$ cat src/sv/mck_pkg.sv
// package: shared types, microcode program and letter table for the morse keyer
`timescale 1ns / 1ps

package mck_pkg;

    localparam int UnitW = 16;
    localparam int DurW  = 18;
    localparam int CharW = 8;

    localparam logic [UnitW-1:0] UnitReset = 16'd100;

    localparam logic [CharW-1:0] ChSpace   = 8'h20;
    localparam logic [CharW-1:0] ChUpperA  = 8'h41;
    localparam logic [CharW-1:0] ChUpperZ  = 8'h5A;
    localparam logic [CharW-1:0] ChLowerA  = 8'h61;
    localparam logic [CharW-1:0] ChLowerZ  = 8'h7A;
    localparam logic [CharW-1:0] CaseShift = 8'h20;

    // microprogram addresses
    typedef enum logic [1:0] {
        STEP_FETCH = 2'd0,
        STEP_SYM   = 2'd1,
        STEP_GAP   = 2'd2,
        STEP_SPACE = 2'd3
    } t_step;

    // segment length selection
    typedef enum logic [1:0] {
        UNITS_MARK = 2'd0,  // 3 for a dash, 1 for a dot
        UNITS_GAP  = 2'd1,  // 3 after the final symbol, 1 otherwise
        UNITS_FOUR = 2'd2   // word space
    } t_units;

    // end-of-character flag selection
    typedef enum logic [1:0] {
        LAST_NO  = 2'd0,
        LAST_YES = 2'd1,
        LAST_SYM = 2'd2     // set on the final symbol of the letter
    } t_lastsel;

    // branch condition
    typedef enum logic [1:0] {
        COND_NEXT   = 2'd0, // go to next once the step completes
        COND_LAST   = 2'd1, // alt on final symbol, else next
        COND_DECODE = 2'd2  // dispatch on the accepted byte
    } t_cond;

    // one microcode word
    typedef struct packed {
        logic     accept;
        logic     emit;
        logic     tone;
        t_units   units;
        t_lastsel lastsel;
        logic     inc_sym;
        t_cond    cond;
        t_step    next;
        t_step    alt;
    } t_uword;

    // sequencer to datapath
    typedef struct packed {
        logic     load;
        logic     emit;
        logic     tone;
        t_units   units;
        t_lastsel lastsel;
        logic     inc_sym;
    } t_ctl;

    // datapath to sequencer
    typedef struct packed {
        logic out_free;
        logic sym_last;
        logic in_space;
        logic in_letter;
    } t_status;

    // control store
    function automatic t_uword ucode(input t_step step);
        t_uword w;
        w = '0;
        case (step)
            STEP_FETCH: begin
                w.accept = 1'b1;
                w.cond   = COND_DECODE;
                w.next   = STEP_SYM;
                w.alt    = STEP_SPACE;
                w.units  = UNITS_MARK;
                w.lastsel = LAST_NO;
            end
            STEP_SYM: begin
                w.emit    = 1'b1;
                w.tone    = 1'b1;
                w.units   = UNITS_MARK;
                w.lastsel = LAST_NO;
                w.cond    = COND_NEXT;
                w.next    = STEP_GAP;
                w.alt     = STEP_GAP;
            end
            STEP_GAP: begin
                w.emit    = 1'b1;
                w.tone    = 1'b0;
                w.units   = UNITS_GAP;
                w.lastsel = LAST_SYM;
                w.inc_sym = 1'b1;
                w.cond    = COND_LAST;
                w.next    = STEP_SYM;
                w.alt     = STEP_FETCH;
            end
            STEP_SPACE: begin
                w.emit    = 1'b1;
                w.tone    = 1'b0;
                w.units   = UNITS_FOUR;
                w.lastsel = LAST_YES;
                w.cond    = COND_NEXT;
                w.next    = STEP_FETCH;
                w.alt     = STEP_FETCH;
            end
            default: w = '0;
        endcase
        return w;
    endfunction

    // letter table: symbol count in bits 7..4, symbol i in bit i (1 = dash)
    function automatic logic [7:0] letter_code(input logic [4:0] idx);
        logic [7:0] c;
        case (idx)
            5'd0:    c = 8'h22; // a
            5'd1:    c = 8'h41; // b
            5'd2:    c = 8'h45; // c
            5'd3:    c = 8'h31; // d
            5'd4:    c = 8'h10; // e
            5'd5:    c = 8'h44; // f
            5'd6:    c = 8'h33; // g
            5'd7:    c = 8'h40; // h
            5'd8:    c = 8'h20; // i
            5'd9:    c = 8'h4E; // j
            5'd10:   c = 8'h35; // k
            5'd11:   c = 8'h42; // l
            5'd12:   c = 8'h23; // m
            5'd13:   c = 8'h21; // n
            5'd14:   c = 8'h37; // o
            5'd15:   c = 8'h46; // p
            5'd16:   c = 8'h4B; // q
            5'd17:   c = 8'h32; // r
            5'd18:   c = 8'h30; // s
            5'd19:   c = 8'h11; // t
            5'd20:   c = 8'h34; // u
            5'd21:   c = 8'h48; // v
            5'd22:   c = 8'h36; // w
            5'd23:   c = 8'h49; // x
            5'd24:   c = 8'h4D; // y
            5'd25:   c = 8'h43; // z
            default: c = 8'h00;
        endcase
        return c;
    endfunction

endpackage

$ cat src/sv/morse_code_keyer.sv
// top level: morse keyer built from a microcoded sequencer and its datapath
`timescale 1ns / 1ps

// Morse keyer. Each input beat carries one ASCII byte; letters (either case)
// come out as a run of segments: a tone segment per dot (1 unit) or dash
// (3 units), each followed by 1 unit of silence, or 3 units after the final
// symbol, which carries tlast. A space gives one 4-unit silent segment with
// tlast; every other byte is consumed and gives nothing. Durations are
// units times the unit length register (reset 100). The user must write
// it on the cfg channel only while the keyer is idle; the block does not
// enforce this. The microprogram spends one step per segment through a
// single output register, and a segment step waits while the output is
// stalled. Input is taken only in the fetch step, so one character is in
// flight at a time.
module morse_code_keyer (
    input  logic        i_clk,
    input  logic        i_rst_n,
    // config write
    input  logic        i_cfg_valid,
    output logic        o_cfg_ready,
    input  logic [15:0] i_cfg_data,    // unit_length
    // input stream
    input  logic        s_axis_tvalid,
    output logic        s_axis_tready,
    input  logic [7:0]  s_axis_tdata,  // char_code
    // output stream
    output logic        m_axis_tvalid,
    input  logic        m_axis_tready,
    output logic [23:0] m_axis_tdata,  // duration [17:0], zero [23:18]
    output logic        m_axis_tuser,  // tone_on
    output logic        m_axis_tlast   // last
);

    mck_pkg::t_ctl              ctl;
    mck_pkg::t_status           status;
    logic [mck_pkg::DurW-1:0]   duration;

    // microcode sequencer
    mck_sequencer u_seq (
        .i_clk      (i_clk),
        .i_rst_n    (i_rst_n),
        .i_in_valid (s_axis_tvalid),
        .o_in_ready (s_axis_tready),
        .i_status   (status),
        .o_ctl      (ctl)
    );

    // datapath
    mck_datapath u_dp (
        .i_clk       (i_clk),
        .i_rst_n     (i_rst_n),
        .i_cfg_valid (i_cfg_valid),
        .i_cfg_data  (i_cfg_data),
        .i_char      (s_axis_tdata),
        .i_ctl       (ctl),
        .o_status    (status),
        .o_valid     (m_axis_tvalid),
        .i_ready     (m_axis_tready),
        .o_tone      (m_axis_tuser),
        .o_duration  (duration),
        .o_last      (m_axis_tlast)
    );

    assign o_cfg_ready  = 1'b1;
    assign m_axis_tdata = {6'd0, duration};

endmodule

$ cat src/sv/mck_sequencer.sv
// microcode sequencer: step counter, control store lookup and branch logic
`timescale 1ns / 1ps

module mck_sequencer (
    input  logic             i_clk,
    input  logic             i_rst_n,
    input  logic             i_in_valid,
    output logic             o_in_ready,
    input  mck_pkg::t_status i_status,
    output mck_pkg::t_ctl    o_ctl
);

    mck_pkg::t_step  r_step;
    mck_pkg::t_step  n_step;
    mck_pkg::t_uword w;
    logic            step_done;

    // step counter
    always_ff @(posedge i_clk) begin
        if (!i_rst_n) begin
            r_step <= mck_pkg::STEP_FETCH;
        end else begin
            r_step <= n_step;
        end
    end

    // decode the current control word and pick the next step
    always_comb begin
        w         = mck_pkg::ucode(r_step);
        step_done = !w.emit || i_status.out_free;
        n_step    = r_step;
        case (w.cond)
            mck_pkg::COND_NEXT: begin
                if (step_done) n_step = w.next;
            end
            mck_pkg::COND_LAST: begin
                if (step_done) n_step = i_status.sym_last ? w.alt : w.next;
            end
            mck_pkg::COND_DECODE: begin
                if (i_in_valid && i_status.in_space) begin
                    n_step = w.alt;
                end else if (i_in_valid && i_status.in_letter) begin
                    n_step = w.next;
                end
            end
            default: n_step = mck_pkg::STEP_FETCH;
        endcase

        o_in_ready    = w.accept;
        o_ctl.load    = w.accept && i_in_valid && i_status.in_letter;
        o_ctl.emit    = w.emit && step_done;
        o_ctl.tone    = w.tone;
        o_ctl.units   = w.units;
        o_ctl.lastsel = w.lastsel;
        o_ctl.inc_sym = w.inc_sym && step_done;
    end

    // a space beat always goes to the space step
    a_space_dispatch: assert property (@(posedge i_clk) disable iff (!i_rst_n)
        (i_in_valid && o_in_ready && i_status.in_space) |=> r_step == mck_pkg::STEP_SPACE)
        else $error("space byte did not dispatch to space step");

    // input only taken in the fetch step
    a_accept_fetch: assert property (@(posedge i_clk) disable iff (!i_rst_n)
        o_in_ready |-> r_step == mck_pkg::STEP_FETCH)
        else $error("input ready outside fetch step");

endmodule

$ cat src/sv/mck_datapath.sv
// datapath: byte decode, letter code and symbol registers, duration and output beat
`timescale 1ns / 1ps

module mck_datapath (
    input  logic                      i_clk,
    input  logic                      i_rst_n,
    input  logic                      i_cfg_valid,
    input  logic [mck_pkg::UnitW-1:0] i_cfg_data,
    input  logic [mck_pkg::CharW-1:0] i_char,
    input  mck_pkg::t_ctl             i_ctl,
    output mck_pkg::t_status          o_status,
    output logic                      o_valid,
    input  logic                      i_ready,
    output logic                      o_tone,
    output logic [mck_pkg::DurW-1:0]  o_duration,
    output logic                      o_last
);

    logic [mck_pkg::UnitW-1:0] r_unit;
    logic [7:0]                r_code;
    logic [1:0]                r_sym;
    logic                      r_valid;
    logic                      r_tone;
    logic [mck_pkg::DurW-1:0]  r_dur;
    logic                      r_last;

    logic                      is_upper;
    logic                      is_lower;
    logic [mck_pkg::CharW-1:0] folded;
    logic [mck_pkg::CharW-1:0] offset;
    logic [2:0]                sym_cnt;
    logic                      sym_last;
    logic                      dash;
    logic [2:0]                units;
    logic [mck_pkg::DurW-1:0]  unit_x;
    logic [mck_pkg::DurW-1:0]  dur;
    logic                      last;

    // unit length register
    always_ff @(posedge i_clk) begin
        if (!i_rst_n) begin
            r_unit <= mck_pkg::UnitReset;
        end else if (i_cfg_valid) begin
            r_unit <= i_cfg_data;
        end
    end

    // classify the incoming byte and fold case
    always_comb begin
        is_upper = (i_char >= mck_pkg::ChUpperA) && (i_char <= mck_pkg::ChUpperZ);
        is_lower = (i_char >= mck_pkg::ChLowerA) && (i_char <= mck_pkg::ChLowerZ);
        folded   = is_upper ? i_char + mck_pkg::CaseShift : i_char;
        offset   = folded - mck_pkg::ChLowerA;
        o_status.in_space  = (i_char == mck_pkg::ChSpace);
        o_status.in_letter = is_upper || is_lower;
    end

    // letter code and symbol index
    always_ff @(posedge i_clk) begin
        if (i_ctl.load) begin
            r_code <= mck_pkg::letter_code(offset[4:0]);
            r_sym  <= 2'd0;
        end else if (i_ctl.inc_sym) begin
            r_sym  <= r_sym + 2'd1;
        end
    end

    // current symbol, segment length and end flag
    always_comb begin
        sym_cnt  = r_code[6:4];
        sym_last = ({1'b0, r_sym} + 3'd1) == sym_cnt;
        dash     = r_code[{1'b0, r_sym}];
        case (i_ctl.units)
            mck_pkg::UNITS_MARK: units = dash ? 3'd3 : 3'd1;
            mck_pkg::UNITS_GAP:  units = sym_last ? 3'd3 : 3'd1;
            mck_pkg::UNITS_FOUR: units = 3'd4;
            default:             units = 3'd1;
        endcase
        unit_x = {2'b00, r_unit};
        case (units)
            3'd3:    dur = (unit_x << 1) + unit_x;
            3'd4:    dur = unit_x << 2;
            default: dur = unit_x;
        endcase
        case (i_ctl.lastsel)
            mck_pkg::LAST_YES: last = 1'b1;
            mck_pkg::LAST_SYM: last = sym_last;
            default:           last = 1'b0;
        endcase
        o_status.sym_last = sym_last;
        o_status.out_free = !r_valid || i_ready;
    end

    // output beat register
    always_ff @(posedge i_clk) begin
        if (!i_rst_n) begin
            r_valid <= 1'b0;
        end else if (i_ctl.emit) begin
            r_valid <= 1'b1;
        end else if (i_ready) begin
            r_valid <= 1'b0;
        end
    end

    always_ff @(posedge i_clk) begin
        if (i_ctl.emit) begin
            r_tone <= i_ctl.tone;
            r_dur  <= dur;
            r_last <= last;
        end
    end

    assign o_valid    = r_valid;
    assign o_tone     = r_tone;
    assign o_duration = r_dur;
    assign o_last     = r_last;

    // a tone segment never ends a character
    a_tone_not_last: assert property (@(posedge i_clk) disable iff (!i_rst_n)
        (r_valid && r_tone) |-> !r_last)
        else $error("tone segment flagged as last");

    // a new beat is only loaded when the output register is free
    a_no_overwrite: assert property (@(posedge i_clk) disable iff (!i_rst_n)
        i_ctl.emit |-> (!r_valid || i_ready))
        else $error("output beat overwritten while stalled");

    // symbol steps stay within the letter's symbol count
    a_sym_range: assert property (@(posedge i_clk) disable iff (!i_rst_n)
        (i_ctl.emit && i_ctl.units == mck_pkg::UNITS_GAP) |-> ({1'b0, r_sym} < sym_cnt))
        else $error("symbol index beyond letter length");

endmodule

$ cat config.mk
export PLATFORM = sky130hd
export DESIGN_NAME = morse_code_keyer
export DESIGN_NICKNAME = d
export VERILOG_FILES = /design/src/sv/mck_pkg.sv /design/src/sv/morse_code_keyer.sv /design/src/sv/mck_sequencer.sv /design/src/sv/mck_datapath.sv
export SDC_FILE = /design/constraint.sdc
export NUM_CORES = 1
export LEC_CHECK = 0
export BUFFER_PORTS_ARGS = -buffer_cell sky130_fd_sc_hd__buf_2
export CAP_MARGIN = 20
export CORE_MARGIN = 4
export CORE_UTILIZATION = 30
export CTS_BUF_LIST = sky130_fd_sc_hd__clkbuf_16
export CTS_CLUSTER_SIZE = 25
export DETAILED_ROUTE_END_ITERATION = 12
export SYNTH_ARGS = -nofsm -noshare
export SYNTH_HDL_FRONTEND = slang
export SYNTH_SLANG_ARGS = --single-unit
$ cat constraint.sdc
create_clock -name i_clk -period 3.7 [get_ports i_clk]
set_input_delay 0.74 -clock i_clk [delete_from_list [all_inputs] [get_ports i_clk]]
set_output_delay 0.74 -clock i_clk [all_outputs]
set_load 0.01 [all_outputs]
---- Yosys cells after proc, flatten, opt, wreduce, memory -nomap -nowiden ----
Memories as Yosys holds them, arrays and structs flattened. A register that Yosys moved wholly into a read port is not among the register bits.
Cells that the tools add are included.
storage, ports and cells
  register bits ........................... 41
  memory bits (read-only) ................. 224
  input port bits ......................... 29
  output and inout bits ................... 29
  word-level logic and storage cells ...... 75
  memories ................................ 1
operators by class
  $add $sub $neg .......................... 5
  magnitude comparators ................... 5
  equality and inequality tests ........... 16
  multiplexer cells ....................... 21
  reductions and logical operators ........ 20
memories
  memory           words  bits a word  read ports  clocked after memory_dff  wr ports  RTL line        text
  (no name shown)  32     7            1           1                         0         mck_pkg.sv:128  case (idx)
operators by type and width
  operator                                                                  count
  18-bit one-hot mux with 2 select lines                                    1
  6-bit one-hot mux with 4 select lines                                     1
  17-bit by 16-bit adder with 18-bit output                                 1
  8-bit by 7-bit >= comparator with 1-bit output (second input constant)    2
  8-bit by 7-bit <= comparator with 1-bit output (second input constant)    2
  2-bit 2-to-1 mux                                                          7
  4-bit one-hot mux with 3 select lines                                     1
  2-bit == test (second input constant)                                     5
  3-bit one-hot mux with 3 select lines                                     1
  2-bit by 1-bit == test with 1-bit output (second input constant)          4
  8-bit by 6-bit == test with 1-bit output (second input constant)          1
  1-bit logical AND                                                         8
  2-bit logical NOT                                                         3
  2-bit one-hot mux with 3 select lines                                     1
  5-bit by 1-bit adder with 5-bit output (second input constant)            1
  1-bit 2-to-1 mux                                                          5
  5-bit 2-to-1 mux                                                          1
  5-bit by 1-bit subtractor with 5-bit output (second input constant)       1
  2-bit by 4-bit < comparator with 1-bit output (second input constant)     1
  2-bit by 1-bit inequality test with 1-bit output (second input constant)  2
  2-bit one-hot mux with 2 select lines                                     1
  2-bit OR reduction                                                        2
  2-bit by 1-bit adder with 3-bit output (second input constant)            1
  3-bit by 2-bit == test with 1-bit output (second input constant)          1
  10 further kinds                                                          13

---- Logic depth before layout (Yosys ltp) ----
  depth after elaboration ................. 7
  depth in mapped cells ................... 10
  gate-level depth less buffers ........... 9

---- By module ----
A second synthesis with hierarchy kept.
second synthesis, totals
  cells, all modules ...................... 404
  area, all modules ....................... 3617.2 sq um
by module, submodules not included
  module            times used  cells each  area each (sq um)  sequential area each (sq um)
  mck_datapath      1           375         3400.8             1191.1
  mck_sequencer     1           20          156.4              40.0
  morse_code_keyer  1           9           60.1               0.0

---- Least setup slack after synthesis ----
No wires, ideal clock.
  path type ............................... input to register
  start point ............................. input s_axis_tdata[0]
  end point ............................... register u_seq.r_step[1]
  setup time .............................. 0.070 ns
  arrival ................................. 2.757 ns
  data required time ...................... 3.630 ns
  slack ................................... 0.873 ns
  stages .................................. 9
  path buffers ............................ 1
  path through ............................ clkbuf_1 -> inv_1 -> ha_1 -> or4b_4 -> nor2_4 -> nor4_4 -> a211oi_2 -> or3_1 -> a21boi_1
on the way
  cells in the longest elaborated chain, start to end .. 6
  elaborated cells on any way between the ends .. 14
  classes of those cells .................. 4 x order compare; 2 x eq/ne; 2 x mux; 6 x reduce/logical
RTL lines
  element                                                                 RTL line                                text
  start: declaration                                                      morse_code_keyer.sv:25                  input logic [7:0] s_axis_tdata,
  8-bit by 7-bit >= comparator with 1-bit output (tied with other cells)  mck_datapath.sv:50                      is_upper = (i_char >= mck_pkg::ChUpperA) && (i_char <= mck_pkg::ChUpperZ);
  1-bit logical AND (on tied branches)                                    mck_datapath.sv:50, mck_datapath.sv:51
  1-bit logical OR                                                        mck_datapath.sv:55                      o_status.in_letter = is_upper || is_lower;
  1-bit logical AND                                                       mck_sequencer.sv:42                     end else if (i_in_valid && i_status.in_letter) begin
  3-bit by 1-bit inequality test with 1-bit output (no source line)       n/a
  3-bit AND reduction (no source line)                                    n/a
  end signal: assignment                                                  mck_sequencer.sv:21                     r_step <= mck_pkg::STEP_FETCH;
  end signal: assignment                                                  mck_sequencer.sv:23                     r_step <= n_step;
  end: declaration                                                        mck_sequencer.sv:13                     mck_pkg::t_step r_step;
Parallel ways exist; a longest one is shown, timed or not.
A chain may end at the register's enable or synchronous reset.

---- Worst setup path after layout ----
Same ends and word-level chain as after synthesis.

==> impl_summary.txt <==
----------------------------------------------------
[Outcome]
  Status ... finished, final reports clean

[Place]
  Pre-CTS WS ... 0.538 ns
  Port Buffer Count ... 50
  Post-DP HPWL ... about 5.9 mm
  Placer Congestion ... ~0.87

[Power and ir drop]
  Part of the power in combinational logic ... 35.7%
  Power per standard cell area ... roughly 530 mW/mm^2
  Part of the total power dissipated in the clock network ... between 20 and 30%
  Sw power ... ~710 uW
  Int Power ... approximately 1.4 mW
  Total leakage power ... ~1.6 nW
  Maximum vdd ir drop ... approximately 240 uV
  Sequential power share ... around two fifths
  Sw frac ... about a third

[Clocking]
  Worst-skew pair later-pin latency ... ~0.29 ns
  Clock slew at the register clock pins of the worst setup and hold paths ... 0.07 ns
  Cell at the root of the clock tree ... sky130_fd_sc_hd__clkbuf_16
  Clock net sink count ... between 40 and 50
  H-tree depth ... 2
  Clock Path Buffers ... 2
  Resize count post-CTS ... 0
  Number of buffers added by the clock tree synthesis step ... 5
  Number of buffers added to fix hold violations after cts ... 0
  Post-CTS setup buffer count ... 0
  TritonCTS clock tree ... built

[Setup path]
  Critical-path cell list ... buf_2, inv_1, ha_1, or4b_4, nor2_4, nor4_4, a211oi_2, or3_1, a21boi_1
  Worst endpoint required time ... just under 4 ns
  Slack of the worst reg-to-reg path ... 1.09 ns
  Launching element type of the critical path ... primary input
  Critical path buffer and inverter count ... 2
  Largest delay contributor family on the critical path ... simple AND/OR/NAND/NOR gates
  Capturing instance or port of the critical path ... u_seq.r_step[1]
  Endpoint of the worst-slack reg-to-reg timing path ... u_dp.o_duration[11]
  Worst path depth ... 9
  Crit path arrival time ... between 3 and 4 ns
  Highest fanout seen on the critical path ... 17
  Largest incremental delay on the critical path ... roughly 0.57 ns
  Critical Setup Path Class ... primary input to flop
  Worst path slowest cell ... sky130_fd_sc_hd__nor4_4
  Count of cells along the worst register-to-register path ... 9
  Kind of end point of the critical path ... flop
  Start point of the critical path ... s_axis_tdata[0]
  R2r startpoint ... u_dp.r_unit[1]

[Synth]
  Synth top area cells ... sky130_fd_sc_hd__edfxtp_1 24%, sky130_fd_sc_hd__dfxtp_1 12%, sky130_fd_sc_hd__ha_1 8.4%
  Synth cell types ... 65
  Post-synth top flop ... sky130_fd_sc_hd__edfxtp_1
  Share of async-settable or async-resettable flops after synthesis ... 0%
  Fraction of synthesized cell area taken by the top area cell type ... roughly a quarter
  Top-count cell post-synth ... sky130_fd_sc_hd__edfxtp_1
  Synthesized area ... ~0.0034 mm^2
  Cell count after synthesis ... 360
  Post-Syn Area per Cell ... 9.48 um^2
  Top cells by instance count after synthesis ... 27 x sky130_fd_sc_hd__edfxtp_1, 26 x sky130_fd_sc_hd__nand2_1, 26 x sky130_fd_sc_hd__o21ai_0
  Cell taking the most area after synthesis ... sky130_fd_sc_hd__edfxtp_1
  Synth Register Bits ... 48
  Warning count from the yosys run ... 0
  Proportion of synthesized chip area in sequential cells ... between 30 and 40%
  Post-synth EDFFs ... 27

[GRT]
  Initial antenna violation count ... 0
  First-pass GRT wire length ... ~13 mm
  Global-route met2 utilization ... approximately 20%
  Via count of the first global-routing pass ... approximately 2600
  Global route total overflow ... 0
  Maximum number of pins on one net before global-route repair ... 20
  Total global-route track usage ... a little under an eighth
  Global-route track usage on met1 ... between 15 and 20%
  Met3 track utilization from global routing ... 1.48%
  Layer carrying the most global-route usage ... met2

[STA]
  Final setup violation count ... 0
  Relative slew slack ... a little under half
  Setup total negative slack ... 0 ns
  Final clock period utilization by the worst path ... a little under 80%
  Pins Over Slew Limit ... 0
  PnR worst setup slack ... ~0.83 ns
  Endpoints failing hold ... 0
  RSZ-0062 raised after global routing ... false
  Top achievable clock speed ... between 300 and 400 MHz
  Slew at the pin closest to its max-slew limit ... 0.807 ns
  Setup Skew ... slightly above 0.008 ns
  Clock period minus worst slack ... 2.87 ns

[Floorplanning]
  Initial Util ... between 30% and 40%
  Horiz. Die Dim ... 115 um
  Row count ... 38
  Die footprint ... approximately 0.013 mm^2
  Core box area ... about 0.011 mm^2
  Count of boundary I/O pins ... 58
  Die outline height ... roughly 110 um

[Detailed routing]
  Post-route DRC violation count ... 0
  Via count ... 2793
  Via density per instance ... roughly 5
  DRT Wirelength ... a little under 8 mm
  Iteration-0 DRC Markers ... between 100 and 150
  Number of antenna-violating nets in the routed design ... 0
  Wire per inst ... between 10 and 15 um
  Detailed-router iteration count before antenna repair ... 4

[Run]
  Max cap viols ... 0

[Cells and area]
  Proportion of layout cells with a drive suffix above 1 ... between 10% and 20%
  Final antenna diode count ... 0
  Post-layout nets ... roughly 460
  Layout overhead on the synthesized area ... 15.0%

[Hold path]
  Hold Path Class ... flop to flop

----------------------------------------------------
## cells by family (layout without fill, tap and decap cells)
logic type | after synthesis | after routing | share of synthesized area (%)
AO/OA/AOI/OAI | 110 | 110 | 21.8
AND/OR/NAND/NOR | 100 | 100 | 16.5
flip-flops | 48 | 48 | 36.1
buffers and inverters | 37 | 75 | 5.65
adder cells (fa/ha/maj) | 24 | 24 | 9.02
multiplexers | 20 | 20 | 5.90
XOR/XNOR | 19 | 19 | 4.88
other | 2 | 7 | 0.220
## metrics by stage
step	hold slack [ns]	cells	area, um^2	total power, mW	util [%]
floorplan	0.508	365	3430	1.32	-
global placement	0.551	535	3760	1.56	34.2
detailed placement	0.559	535	3760	1.57	34.2
CTS	0.574	543	3930	2.09	35.7
global route	0.600	543	3930	2.19	35.7
finish	0.564	543	3930	2.06	35.7
## tightest hold or removal path, cell delays in order, from the launching register on
cell and delay (ns):
sky130_fd_sc_hd__dfxtp_1 0.38, sky130_fd_sc_hd__nand2_1 0.08, sky130_fd_sc_hd__a21boi_1 0.05
## state kept, by name, summed over array words and instances, names as in the netlist
name / cells
u_dp.o_valid: 1
u_dp.r_unit: 16
u_dp.o_last: 1
u_dp.r_sym: 2
u_dp.r_code: 7
u_seq.r_step: 2
u_dp.o_tone: 1
u_dp.o_duration: 18
## how the worst min path moves through the flow
| stage | from | endpoint | depth (start not counted) |
|---|---|---|---|
| final | u_seq.r_step[0] | u_seq.r_step[0] | 2 |
| after global routing | u_dp.r_sym[1] | u_dp.r_sym[1] | 2 |
| after floorplan | u_dp.r_sym[1] | u_dp.r_sym[1] | 2 |
| after CTS | u_seq.r_step[0] | u_seq.r_step[0] | 2 |
| after global placement | u_seq.r_step[0] | u_seq.r_step[0] | 2 |
| after detailed placement | u_seq.r_step[0] | u_seq.r_step[0] | 2 |
## power by group through the flow
stage	registers [mW]	logic [mW]	clock network (mW)
final	0.811	0.736	0.514
after global routing	0.830	0.818	0.543
after CTS	0.815	0.746	0.532
after detailed placement	0.827	0.744	0
after global placement	0.823	0.735	0
after floorplan	0.853	0.464	0
## cell usage in the layout, fill, tap and decap left out, types with 10 or more instances in the layout
master,synthesis,routed
sky130_fd_sc_hd__a21oi_1,18,18
sky130_fd_sc_hd__nor2b_1,17,17
sky130_fd_sc_hd__inv_1,10,10
sky130_fd_sc_hd__dfxtp_1,21,21
sky130_fd_sc_hd__edfxtp_1,27,27
sky130_fd_sc_hd__nor2_1,21,20
sky130_fd_sc_hd__buf_2,7,50
sky130_fd_sc_hd__ha_1,23,23
sky130_fd_sc_hd__mux2i_1,19,19
sky130_fd_sc_hd__nand2_1,26,26
sky130_fd_sc_hd__o21ai_0,26,26
sky130_fd_sc_hd__xor2_1,12,12
## layout make-up
| class | instances | area (um^2) |
|---|---|---|
| clock buffer | 5 | 125 |
| clock inverter | 3 | 42.5 |
| fill | 1114 | 7060 |
| inverter | 11 | 41.3 |
| multi-input combinational | 280 | 2020 |
| sequential | 48 | 1230 |
| tap | 140 | 175 |
| timing repair buffer | 56 | 295 |
## per-layer routing
metal,vias up,share of wire (%)
met5,-,0
met4,0,2.4
met3,14,4.9
met2,74,48
met1,1304,45
li1,1401,-
Note: power is estimated with default switching activity, not from simulation.
